===== src/hw/rtl/triangle_corner_normals_top_defines.svh =====
// assertion macros shared by the triangle corner normals rtl
// needs clk_i in the scope of each use, and rst_ni for TCN_ASSERT
`ifndef TRIANGLE_CORNER_NORMALS_TOP_DEFINES_SVH
`define TRIANGLE_CORNER_NORMALS_TOP_DEFINES_SVH

`ifndef NO_ASSERTIONS
// checked only outside reset
`define TCN_ASSERT(lbl, prop, msg) \
  lbl: assert property (@(posedge clk_i) disable iff (!rst_ni) prop) else $error(msg);
// checked at every edge, reset included
`define TCN_ASSERT_ALWAYS(lbl, prop, msg) \
  lbl: assert property (@(posedge clk_i) prop) else $error(msg);
`else
`define TCN_ASSERT(lbl, prop, msg)
`define TCN_ASSERT_ALWAYS(lbl, prop, msg)
`endif

`endif


===== src/hw/rtl/tcn_pkg.sv =====
// shared types and constants of the triangle corner normals block
// no dependencies
`timescale 1ns / 1ps

package tcn_pkg;

  localparam int COORD_W     = 16;
  localparam int EDGE_W      = COORD_W + 1;
  localparam int PROD_W      = 2 * EDGE_W;
  localparam int NORMAL_W    = PROD_W + 1;
  localparam int INDEX_W     = 16;
  localparam int QUEUE_DEPTH = 2;

  // edge vector, two's complement components
  typedef struct packed {
    logic [EDGE_W-1:0] x;
    logic [EDGE_W-1:0] y;
    logic [EDGE_W-1:0] z;
  } vec_t;

  // one classified triangle as held in the queue
  typedef struct packed {
    vec_t               ab;
    vec_t               ac;
    vec_t               bc;
    logic [INDEX_W-1:0] idx_a;
    logic [INDEX_W-1:0] idx_b;
    logic [INDEX_W-1:0] idx_c;
  } tri_t;

  typedef struct packed {
    logic empty;
    logic full;
  } queue_status_t;

  typedef enum logic [2:0] {
    CORNER_A = 3'b001,
    CORNER_B = 3'b010,
    CORNER_C = 3'b100
  } corner_e;

endpackage


===== src/hw/rtl/tcn_queue.sv =====
// short queue of classified triangles between front and back
// depends on tcn_pkg and triangle_corner_normals_top_defines.svh
`timescale 1ns / 1ps

`include "triangle_corner_normals_top_defines.svh"

module tcn_queue #(
  parameter int Depth = tcn_pkg::QUEUE_DEPTH
) (
  input  logic                   clk_i,
  input  logic                   rst_ni,
  input  logic                   push_i,
  input  tcn_pkg::tri_t          push_data_i,
  input  logic                   pop_i,
  output tcn_pkg::tri_t          head_o,
  output tcn_pkg::queue_status_t status_o
);
  import tcn_pkg::*;

  localparam int PtrW = (Depth > 1) ? $clog2(Depth) : 1;
  localparam int CntW = $clog2(Depth + 1);

  tri_t            entries_q [Depth];
  logic [PtrW-1:0] wr_ptr_q, wr_ptr_d;
  logic [PtrW-1:0] rd_ptr_q, rd_ptr_d;
  logic [CntW-1:0] count_q, count_d;
  logic            full, empty;

  assign full            = (count_q == CntW'(Depth));
  assign empty           = (count_q == '0);
  assign status_o.full   = full;
  assign status_o.empty  = empty;
  assign head_o          = entries_q[rd_ptr_q];

  always_comb begin
    wr_ptr_d = wr_ptr_q;
    rd_ptr_d = rd_ptr_q;
    count_d  = count_q;
    if (push_i) begin
      wr_ptr_d = (wr_ptr_q == PtrW'(Depth - 1)) ? '0 : wr_ptr_q + 1'b1;
    end
    if (pop_i) begin
      rd_ptr_d = (rd_ptr_q == PtrW'(Depth - 1)) ? '0 : rd_ptr_q + 1'b1;
    end
    case ({push_i, pop_i})
      2'b10:   count_d = count_q + 1'b1;
      2'b01:   count_d = count_q - 1'b1;
      default: count_d = count_q;
    endcase
  end

  always_ff @(posedge clk_i or negedge rst_ni) begin
    if (!rst_ni) begin
      wr_ptr_q <= '0;
      rd_ptr_q <= '0;
      count_q  <= '0;
    end else begin
      wr_ptr_q <= wr_ptr_d;
      rd_ptr_q <= rd_ptr_d;
      count_q  <= count_d;
    end
  end

  always_ff @(posedge clk_i) begin
    if (push_i) begin
      entries_q[wr_ptr_q] <= push_data_i;
    end
  end

  `TCN_ASSERT(a_no_overflow, !(push_i && full), "push into a full queue")
  `TCN_ASSERT(a_no_underflow, !(pop_i && empty), "pop from an empty queue")
  `TCN_ASSERT(a_count_step, (push_i && !pop_i) |=> (count_q == $past(count_q) + 1'b1),
              "queue count did not follow a push")

endmodule


===== config.mk =====
export PLATFORM = sky130hd
export DESIGN_NAME = tcn_queue
export DESIGN_NICKNAME = d
export VERILOG_FILES = /design/src/hw/rtl/tcn_pkg.sv /design/src/hw/rtl/tcn_queue.sv
export VERILOG_INCLUDE_DIRS = /design/src /design/src/hw/rtl
export SDC_FILE = /design/constraint.sdc
export NUM_CORES = 1
export LEC_CHECK = 0
export BUFFER_PORTS_ARGS = -buffer_cell sky130_fd_sc_hd__buf_2
export CORE_AREA = 2 2 166 168
export CTS_CLUSTER_DIAMETER = 150
export CTS_CLUSTER_SIZE = 14
export DETAILED_ROUTE_END_ITERATION = 10
export DIE_AREA = 0 0 168 170
export GPL_TIMING_DRIVEN = 0
export PLACE_DENSITY = 0.84
export SKIP_CTS_REPAIR_TIMING = 1
export SKIP_LAST_GASP = 1
export SLEW_MARGIN = 25
export SYNTH_ARGS = -nofsm -noshare
export SYNTH_HDL_FRONTEND = slang
export SYNTH_SLANG_ARGS = --single-unit

===== constraint.sdc =====
create_clock -name clk_i -period 18.25 [get_ports clk_i]
set_input_delay 0.9125 -clock clk_i [delete_from_list [all_inputs] [get_ports clk_i]]
set_output_delay 0.9125 -clock clk_i [all_outputs]
set_load 0.05 [all_outputs]

Yosys cells after proc, flatten, opt, wreduce, memory -nomap -nowiden
Memory sizes are Yosys's and may differ from the RTL's. Cells that the tools add are included.

Register bits: 4. Bits in writable memories: 402. Input bits: 205. Output and inout port bits: 203. Word-level logic and storage cells: 18. Memories: 1.

Memory list: entries_q (depth 2, bits a word 201, rd ports 1, clocked after Yosys merged registers in 0, write ports 1, RTL line tcn_queue.sv:23) `tri_t entries_q [Depth];`.

Add/subtract/negate cells: 4. Equality and inequality tests: 3. Muxes and demuxes: 5. Reduce and logical (&&, ||, !) cells: 2.

Operator list (count): 2-bit equality test, second input constant (2); 1-bit two-way mux (4); 2-bit one-hot mux with 2 select lines (1); 1-bit adder, second input constant (2); 2-bit by 1-bit adder with 2-bit output, second input constant (1); 2-bit by 1-bit equality test with 1-bit output, second input constant (1); 2-bit zero test (1); 2-bit nonzero test (1); 2-bit by 1-bit subtractor with 2-bit output, second input constant (1).

Logic depth before layout (Yosys ltp)
Word-level depth: 2. Gate-level depth with buffers: 5.

Worst setup path after synthesis
No wires, ideal clock.

Kind: input port to flip-flop. From: in push_i. To: mem entries_q[0][0] (netlist name), enable pin. Arrival time: 9.385 ns. Slack: 8.094 ns. Stages: 2. Path buffers: 0. Cell sequence: inv_1 nor2_1.

Longest elaborated chain between the ends: 2.

Ends and longest elaborated chain: from (decl) (RTL line tcn_queue.sv:12) `input logic push_i,`; 1-bit two-way mux (RTL line tcn_queue.sv:65) `if (push_i) begin`; 1-bit two-way mux (implied by the code) (RTL line tcn_queue.sv:66) `entries_q[wr_ptr_q] <= push_data_i;`; to (decl) (RTL line tcn_queue.sv:23).

No other way between the ends.

==> results.md <==
* Status: completed
* Type of destination of the critical path: primary output
* Worst skew pair latency at 0.50 ns
* Final ANT Viol Nets at 0
* Post-placement cell count at roughly 1.4k
* Tot GR Track Use at 0.203
* Nature of the critical path startpoint: flop
* Die Y at roughly 170 um
* Crit path buffers/inverters at 3
* Pin count of the biggest net entering global routing at between 50 and 60
* CTS sink cnt at slightly above 400
* Layout cells sized above 1 at 0.618
* Area Growth Syn to Fin at 25.7%
* Commonest non-fill, non-tap cells in the layout: buf_2 (409), edfxtp_1 (402), mux2_2 (201)
* Worst Path Arrival at approximately 2.0 ns
* M2 GR Usage at 0.380
* GPL Wtd Cong at roughly 0.74
* WP data required at 17.34 ns
* Final Hold Viols at 0
* Std cell rows at 60
* Slew headroom at 0.632
* #FFs+latches synth at about 410
* Multi-input logic area at around 0.0024 mm^2
* Final period utilization at 0.160
* Setup TNS at 0 ns
* Register area share after synthesis at 0.826
* Max clock buf depth at 3
* # setup viols final at 0
* Critical path class: reg -> out
* Max Freq at ~0.34 GHz
* P per Cell Area at about 180 mW/mm^2
* CP peak stage delay at about 0.4 ns
* RSZ-0062 raised after global routing: no
* Cell Area, Synth at ~0.015 mm^2
* Total grt overflow at 0
* Via count at around 7.7k
* I/O Buffers at a little over 400
* I/O pin count at slightly above 400
* Final std cells w/o fill at between 1k and 1.5k
* Initial antenna violation count at 3
* DRC violations left at 0
* Met3 Use GR at 0.0628
* Starting density of the core at 0.553
* Synth Warn # at 0
* Synth Instances at 643
* Root Driver: clkbuf_16
* First-pass GRT wire length at between 40000 and 50000 um
* Core area at about 0.027 mm^2
* Nets at 1306
* Most common cell after layout, fill and taps aside: buf_2
* Count of cell types in the netlist at 13
* Count of final max-slew check failures at 0
* Post-DP HPWL at approximately 21000 um
* Pre-Repair DR Iteration Count at 4
* Cell family with the largest share of critical-path delay: buffers and inverters
* Fillers at around 1.7k
* Slowest stage cell on the critical path: dfrtp_1
* Clock slew at the register clock pins of the worst setup and hold paths at 0.07 ns
* CTS Buf Count at 34
* Syn nets at between 800 and 900
* CTS tree: built
* Busiest grt layer: met2
* CTS H-tree depth at 2
* Drt total wl at roughly 30000 um
* Crit path cell chain: buf_4 > buf_6 > mux2_2 > buf_2
* Die Wd at between 150 and 200 um
* Worst Path Max Fanout at 10
* Total die area at about 0.029 mm^2
* Min cycle time layout at ~2.9 ns
* Clock Skew at around 0.013 ns
* Reg area at roughly 0.012 mm^2
* Worst VDD drop at between 100 and 150 uV
* Syn avg cell area at about 23 um^2
* MaxCap Viol Count at 0
* WL/cell at about 21 um
* LEAKAGE at roughly 7 nW
* Avg Vias per Cell at roughly 5.3
* Starting DRT DRC Count at roughly 500
* Met1 usage at 0.213
* Worst slew pin tran at 0.551 ns
* Hold crit path type: in -> async
* Vias in the first global route at about 8.2k
==> kinds of logic after synthesis <==
| logic type | Yosys count | share of synthesized area |
|---|---|---|
| flip-flops | 406 | 0.826 |
| multiplexers | 201 | 0.154 |
| buffers and inverters | 25 | 0.0144 |
| XOR/XNOR | 5 | 0.00297 |
| AND/OR/NAND/NOR | 5 | 0.00161 |
| adder cells (fa/ha/maj) | 1 | 0.000849 |
==> per-stage QoR <==
step	power, mW	hold WS, ns	setup WS (ns)	area, um^2	utilization
CTS	3.44	0.175	15.23	18500	0.694
finish	3.40	0.199	15.33	18500	0.695
floorplan	2.45	0.456	8.09	14700	-
global route	3.52	0.186	15.26	18500	0.695
global placement	2.78	0.470	3.77	17200	0.645
detailed placement	2.78	0.501	15.34	17600	0.659
==> power by group <==
part	switching (mW)	internal, mW	total, mW
registers	0.0404	1.23	1.27
logic	1.05	0.426	1.48
clock network	0.288	0.362	0.650
total	1.38	2.02	3.40
==> layer usage <==
metal	vias to the layer above	part of all wire
met5	-	0
met4	0	0.034
met3	65	0.085
met2	327	0.54
met1	3825	0.34
li1	3472	-
==> final timing paths <==
| check | end | slack [ns] | depth (start not counted) | from |
|---|---|---|---|---|
| max | head_o[106] | 15.33 | 4 | rd_ptr_q$_DFFE_PN0P_ |
| min | count_q[0]$_DFFE_PN0P_ | 0.20 | 1 | rst_ni |
| max reg2reg | entries_q[0][168]$_DFFE_PP_ | 15.99 | 6 | wr_ptr_q$_DFFE_PN0P_ |
| min reg2reg | count_q[1]$_DFFE_PN0P_ | 0.53 | 1 | count_q[1]$_DFFE_PN0P_ |
| max in group asynchronous | rd_ptr_q$_DFFE_PN0P_ | 17.93 | 1 | rst_ni |
| min in group clk_i | count_q[1]$_DFFE_PN0P_ | 0.53 | 1 | count_q[1]$_DFFE_PN0P_ |
==> flip-flops by register name, indices dropped and copies added (netlist names) <==
name / count
wr_ptr_q: 1
count_q: 2
entries_q: 402
rd_ptr_q: 1
==> cell usage after synthesis, drive strengths merged <==
master,number,area share
xor2,3,0.0018
nor2b,1,0.00043
edfxtp,402,0.82
dfrtp,4,0.0068
xnor2,2,0.0012
and2,1,0.00043
nor2,3,0.00076
ha,1,0.00085
inv,1,0.00025
buf,24,0.014
mux2,201,0.15
==> cell type report <==
type,instances,share of cell area
sequential,406,0.657
timing repair buffer,421,0.129
multi-input combinational,212,0.127
clock buffer,44,0.0514
tap,341,0.0230
buffer,24,0.0113
antenna,6,0.000811
inverter,1,0.000203
No activity file was read; power rests on OpenSTA's default activity.
