File: src/hw/rtl/triangle_corner_normals_top_defines.svh
// assertion macros shared by the triangle corner normals rtl
// needs clk_i in the scope of each use, and rst_ni for TCN_ASSERT
`ifndef TRIANGLE_CORNER_NORMALS_TOP_DEFINES_SVH
`define TRIANGLE_CORNER_NORMALS_TOP_DEFINES_SVH

`ifndef NO_ASSERTIONS
// checked only outside reset
`define TCN_ASSERT(lbl, prop, msg) \
  lbl: assert property (@(posedge clk_i) disable iff (!rst_ni) prop) else $error(msg);
// checked at every edge, reset included
`define TCN_ASSERT_ALWAYS(lbl, prop, msg) \
  lbl: assert property (@(posedge clk_i) prop) else $error(msg);
`else
`define TCN_ASSERT(lbl, prop, msg)
`define TCN_ASSERT_ALWAYS(lbl, prop, msg)
`endif

`endif

File: src/hw/rtl/tcn_pkg.sv
// shared types and constants of the triangle corner normals block
// no dependencies
`timescale 1ns / 1ps

package tcn_pkg;

  localparam int COORD_W     = 16;
  localparam int EDGE_W      = COORD_W + 1;
  localparam int PROD_W      = 2 * EDGE_W;
  localparam int NORMAL_W    = PROD_W + 1;
  localparam int INDEX_W     = 16;
  localparam int QUEUE_DEPTH = 2;

  // edge vector, two's complement components
  typedef struct packed {
    logic [EDGE_W-1:0] x;
    logic [EDGE_W-1:0] y;
    logic [EDGE_W-1:0] z;
  } vec_t;

  // one classified triangle as held in the queue
  typedef struct packed {
    vec_t               ab;
    vec_t               ac;
    vec_t               bc;
    logic [INDEX_W-1:0] idx_a;
    logic [INDEX_W-1:0] idx_b;
    logic [INDEX_W-1:0] idx_c;
  } tri_t;

  typedef struct packed {
    logic empty;
    logic full;
  } queue_status_t;

  typedef enum logic [2:0] {
    CORNER_A = 3'b001,
    CORNER_B = 3'b010,
    CORNER_C = 3'b100
  } corner_e;

endpackage

File: src/hw/rtl/tcn_front.sv
// front end: takes a triangle request, forms the edge vectors ab, ac and bc, registers them
// depends on tcn_pkg
`timescale 1ns / 1ps

module tcn_front (
  input  logic                        clk_i,
  input  logic                        rst_ni,
  input  logic                        in_valid_i,
  output logic                        in_stall_o,
  input  logic [tcn_pkg::COORD_W-1:0] a_x_i,
  input  logic [tcn_pkg::COORD_W-1:0] a_y_i,
  input  logic [tcn_pkg::COORD_W-1:0] a_z_i,
  input  logic [tcn_pkg::COORD_W-1:0] b_x_i,
  input  logic [tcn_pkg::COORD_W-1:0] b_y_i,
  input  logic [tcn_pkg::COORD_W-1:0] b_z_i,
  input  logic [tcn_pkg::COORD_W-1:0] c_x_i,
  input  logic [tcn_pkg::COORD_W-1:0] c_y_i,
  input  logic [tcn_pkg::COORD_W-1:0] c_z_i,
  input  logic [tcn_pkg::INDEX_W-1:0] index_a_i,
  input  logic [tcn_pkg::INDEX_W-1:0] index_b_i,
  input  logic [tcn_pkg::INDEX_W-1:0] index_c_i,
  input  tcn_pkg::queue_status_t      q_status_i,
  output logic                        push_o,
  output tcn_pkg::tri_t               push_data_o
);
  import tcn_pkg::*;

  logic  vld_q, vld_d;
  tri_t  tri_q, tri_d;
  logic  accept;

  // sign-extend both corners, difference wraps correctly in EDGE_W bits
  function automatic logic [EDGE_W-1:0] sub_ext(logic [COORD_W-1:0] p,
                                                logic [COORD_W-1:0] q);
    return {p[COORD_W-1], p} - {q[COORD_W-1], q};
  endfunction

  assign push_o      = vld_q && !q_status_i.full;
  assign push_data_o = tri_q;
  assign in_stall_o  = vld_q && !push_o;
  assign accept      = in_valid_i && !in_stall_o;

  always_comb begin
    tri_d      = tri_q;
    tri_d.ab.x = sub_ext(a_x_i, b_x_i);
    tri_d.ab.y = sub_ext(a_y_i, b_y_i);
    tri_d.ab.z = sub_ext(a_z_i, b_z_i);
    tri_d.ac.x = sub_ext(a_x_i, c_x_i);
    tri_d.ac.y = sub_ext(a_y_i, c_y_i);
    tri_d.ac.z = sub_ext(a_z_i, c_z_i);
    tri_d.bc.x = sub_ext(b_x_i, c_x_i);
    tri_d.bc.y = sub_ext(b_y_i, c_y_i);
    tri_d.bc.z = sub_ext(b_z_i, c_z_i);
    tri_d.idx_a = index_a_i;
    tri_d.idx_b = index_b_i;
    tri_d.idx_c = index_c_i;
  end

  always_comb begin
    vld_d = vld_q;
    if (accept) begin
      vld_d = 1'b1;
    end else if (push_o) begin
      vld_d = 1'b0;
    end
  end

  always_ff @(posedge clk_i or negedge rst_ni) begin
    if (!rst_ni) begin
      vld_q <= 1'b0;
    end else begin
      vld_q <= vld_d;
    end
  end

  always_ff @(posedge clk_i) begin
    if (accept) begin
      tri_q <= tri_d;
    end
  end

endmodule

File: config.mk
export PLATFORM = sky130hd
export DESIGN_NAME = tcn_front
export DESIGN_NICKNAME = d
export VERILOG_FILES = /design/src/hw/rtl/triangle_corner_normals_top_defines.svh /design/src/hw/rtl/tcn_pkg.sv /design/src/hw/rtl/tcn_front.sv
export SDC_FILE = /design/constraint.sdc
export NUM_CORES = 1
export LEC_CHECK = 0
export ABC_AREA = 1
export BUFFER_PORTS_ARGS = -buffer_cell sky130_fd_sc_hd__buf_2
export CORE_UTILIZATION = 55
export DETAILED_ROUTE_END_ITERATION = 8
export GPL_ROUTABILITY_DRIVEN = 0
export PLACE_DENSITY = 0.83
export SLEW_MARGIN = 20
export SYNTH_ARGS = -nofsm -noshare
export SYNTH_HDL_FRONTEND = slang
export SYNTH_SLANG_ARGS = --single-unit
File: constraint.sdc
create_clock -name clk_i -period 11.9 [get_ports clk_i]
set_clock_uncertainty 0.1 [all_clocks]
set_input_delay 0.595 -clock clk_i [delete_from_list [all_inputs] [get_ports clk_i]]
set_output_delay 0.595 -clock clk_i [all_outputs]
set_load 0.01 [all_outputs]
## Yosys cells after proc, flatten, opt, wreduce, memory -nomap -nowiden

Cells that the tools add are included.

- Input port bits: 197
- Bits in read-only memories: 0
- Memory bits (writable): 0
- Register bits: 202
- Memories: 0
- Output and inout port bits: 203
- Bits in latches: 0

- Div/mod/pow operators: 0
- Reductions and logical operators: 7
- Shift-type cells: 0
- Order comparisons: 0
- Muxes and demuxes: 2
- Eq/ne operators: 0
- Bitwise logic cells: 0
- $add $sub $neg: 9
- $mul: 0

Operators by type and width:

| cell | count |
|---|---|
| $sub A16 B16 Y17 | 9 |
| $logic_and A1 B1 Y1 | 3 |
| $logic_not A1 Y1 | 3 |
| $mux W1 | 2 |
| $reduce_bool A2 Y1 | 1 |

## Longest topological paths before layout

- Word-level depth: 7
- Mapped depth: 12
- Mapped depth without buffers: 12

## Worst setup path after synthesis

Ideal clock, no wire load.

- Kind: input-to-reg
- Start point: in q_status_i[0] (netlist bit)
- End point: reg tri_q (netlist bit push_data_o[0]) (enable)
- Stages on the path: 3
- Path slack: 1.954 ns
- Required time: 11.035 ns
- Path buffers: 0
- Arrival time: 9.081 ns
- Cell sequence: nand2_1 inv_1 nor2_1

- Word-level cells in the longest chain between the ends: 6

Ends and longest elaborated chain:

| what | line | source |
|---|---|---|
| start: declaration | tcn_front.sv:22 | `input tcn_pkg::queue_status_t q_status_i,` |
| $logic_not A1 Y1 | tcn_front.sv:38 | `assign push_o = vld_q && !q_status_i.full;` |
| $logic_and A1 B1 Y1 | tcn_front.sv:38 |  |
| $logic_not A1 Y1 | tcn_front.sv:40 | `assign in_stall_o = vld_q && !push_o;` |
| $logic_and A1 B1 Y1 | tcn_front.sv:40 |  |
| named net in_stall_o | tcn_front.sv:9 | `output logic in_stall_o,` |
| $logic_not A1 Y1 | tcn_front.sv:41 | `assign accept = in_valid_i && !in_stall_o;` |
| $logic_and A1 B1 Y1 | tcn_front.sv:41 |  |
| named net accept | tcn_front.sv:30 | `logic accept;` |
| end signal: assignment | tcn_front.sv:78 | `tri_q <= tri_d;` |
| end: declaration | tcn_front.sv:29 | `tri_t tri_q, tri_d;` |

The timed path passes the listed nets, and every way through them passes these cells.
A chain may end at the register's enable or synchronous reset.

## Worst setup path in the final report

- Start point: reg vld_q
- End point: reg tri_q (netlist bit push_data_o[52]) (enable)

- Word-level cells in the longest chain between the ends: 5

Ends and longest elaborated chain:

| what | line | source |
|---|---|---|
| start: declaration | tcn_front.sv:28 | `logic vld_q, vld_d;` |
| start signal: assignment | tcn_front.sv:72 | `vld_q <= vld_d;` |
| $logic_and A1 B1 Y1 | tcn_front.sv:38 |  |
| $logic_not A1 Y1 | tcn_front.sv:40 |  |
| $logic_and A1 B1 Y1 * | tcn_front.sv:40 |  |
| $logic_not A1 Y1 * | tcn_front.sv:41 |  |
| $logic_and A1 B1 Y1 * | tcn_front.sv:41 |  |
| named net accept | tcn_front.sv:30 |  |

The timed path passes the listed nets; every way through them passes the cells marked *.

==> results.json <==
{
  "outcome": "complete, but fails checks",
  "violations": "design-rule violations",
  "crit_chain": "nand2_1 > inv_1 > nor2_4 > buf_4 > buf_4 > buf_4",
  "crit_top_cell": "buf_4",
  "critPathCaptureType": "flop",
  "setup_slack_ps": 8390,
  "drv_cap": 0,
  "startpoint_type": "flop",
  "synth_area_sq_um": 15200,
  "numCtsBuffers": 23,
  "hold_class": "in -> reg",
  "crit_cells": 6,
  "rsz0062_at_grt": "false",
  "ys_warn_count": 0,
  "synth_top_area_cell": "edfxtp_1",
  "cts.htree.levels": 1,
  "final_layout_size_suffix_gt1_frac": 0.172,
  "clk_transition_reported_paths_ps": 60,
  "clockBufferDepth": 3,
  "place_area_sq_um": 17700,
  "ys_types": 14,
  "syn_inst": 2105,
  "ant_nets": 0,
  "coreArea_sq_um": 27100,
  "r2r_cells": 6,
  "cts_setup_buffers": 0,
  "die_h_microns": 169,
  "holdPathStages": 1,
  "final_max_slew_viol_count": 0,
  "cp_slowest_cell": "buf_4",
  "netlist.area_leader.share": 0.396,
  "fmax_mhz": 285,
  "initial_core_util": 0.563,
  "finalWorstPathRequiredPeriod_ps": 3510,
  "ir_drop_uv": 94.7,
  "design_area_sq_um": 18500,
  "leakage_nw": 11.0,
  "slew_headroom": 0.350,
  "synth_fp_nets": 2455,
  "clock_latency_ps": 500,
  "grt_max_degree": 75,
  "worst_pin_slew_ps": 975,
  "critPathMaxFanout": 74,
  "tns_ps": 0,
  "avgRoutedWirePerCell_microns": 14.4,
  "max_stage_delay_ps": 850,
  "track_usage": 0.293,
  "grt_pass1_vias": 13800,
  "io_buffers": 398,
  "drc": 2,
  "cts_root_buf": "clkbuf_16",
  "grt_overflow": 0,
  "setup_viol": 0,
  "num_vias": 14600,
  "pre_cts_ws_ps": 8050,
  "yosys_register_bits": 202,
  "path_class": "reg -> reg",
  "drt_iter0_markers": 1113,
  "post-route-period-util": 0.295,
  "final_common_cell": "nand2_1",
  "cts_tree": "built",
  "cp.required_ps": 11940,
  "layout.nets": 2882,
  "synthTopCellsByArea": "edfxtp_1 (40%), nand2_1 (21%), inv_1 (13%)",
  "p_per_area_nw_per_um2": 122,
  "cts.sinks": 202,
  "crit_family": "buffers and inverters",
  "place_hpwl_mm": 34.0,
  "area_growth_pct": 21.5,
  "io-pin-count": 400,
  "whs_ps": 148,
  "avgSynthCellArea_sq_um": 7.24,
  "via_per_inst": 4.99,
  "grt_pass1_wl_mm": 66.4,
  "die_w_microns": 169,
  "cts_hold_buf": 1,
  "antenna_found_initial": 9,
  "drt-total-wl_mm": 42.2,
  "rows": 60,
  "layout_common_cells": "nand2_1 (845), inv_1 (531), buf_2 (398), edfxtp_1 (201), ha_1 (144)",
  "cts_resized": 0,
  "dr.pass1.iters": 9,
  "die_area_sq_um": 28400,
  "hold_viol": 0,
  "crit_buf_inv": 4,
  "crit_arrival_ps": 3550,
  "yosysSeqAreaShare": 0.397
}
==> metal layers <==
layer,GRT usage,vias up,share of wire,routed length (microns)
met5,0,-,0.00040,17
met2,0.510,677,0.47,19900
met1,0.346,6490,0.39,16500
li1,-,7296,-,-
met4,0.141,2,0.048,2030
met3,0.0599,135,0.088,3700
==> power by group <==
group          total (mW)  leakage [nW]  switching [mW]  internal (mW)
Sequential          0.898          1.93          0.0183          0.880
Combinational       0.634          8.71           0.406          0.228
Clock               0.736         0.379           0.296          0.440
Total                2.27          11.0           0.720           1.55
==> cells by family after synthesis <==
kind of cell    share of synthesized area
xor+xnor                           0.0362
compound gates                     0.0295
fa+ha+maj                           0.130
buf+inv                             0.131
flops                               0.397
simple gates                        0.276
==> cells in the mapped netlist, drive strengths merged <==
cell type  count
edfxtp       201
dfrtp          1
or2           12
xnor2         21
nand2        848
a21oi         90
nor2          68
nand3        102
xor2          42
nor3          36
inv          531
fa             9
ha           144
==> stage by stage <==
| stage | power, mW | cells | utilization |
|---|---|---|---|
| 6_report | 2.27 | 2928 | 0.684 |
| 5_1_grt | 2.38 | 2927 | 0.684 |
| 4_1_cts | 2.27 | 2921 | 0.683 |
| 3_5_place_dp | 1.53 | 2878 | 0.654 |
| 3_3_place_gp | 1.51 | 2878 | 0.654 |
| 2_1_floorplan | 1.33 | 2105 | - |
==> worst paths after layout <==
| path | end | slack (ps) | startpoint |
|---|---|---|---|
| max | push_data_o[52]$_DFFE_PP_ | 8390 | vld_q$_DFFE_PN0P_ |
| min | push_data_o[17]$_DFFE_PP_ | 150 | index_b_i[1] |
| max reg2reg | push_data_o[52]$_DFFE_PP_ | 8390 | vld_q$_DFFE_PN0P_ |
| min reg2reg | vld_q$_DFFE_PN0P_ | 410 | vld_q$_DFFE_PN0P_ |
| max in group asynchronous | vld_q$_DFFE_PN0P_ | 11320 | rst_ni |
| min in group asynchronous | vld_q$_DFFE_PN0P_ | 300 | rst_ni |
==> layout make-up <==
class                           count  area [sq um]
Fill cell                        2230          8570
Multi-Input combinational cell   1372          7200
Clock inverter                     16           178
Antenna cell                        7          17.5
Sequential cell                   202          6060
Clock buffer                       26           587
Timing Repair Buffer              402          2020
Tap cell                          372           465
Inverter                          531          1990
==> sequential cells by signal, summed over array words and instances, names as in the netlist <==
register,flops
push_data_o,201
vld_q,1
Power figures use the tool's default switching activity.
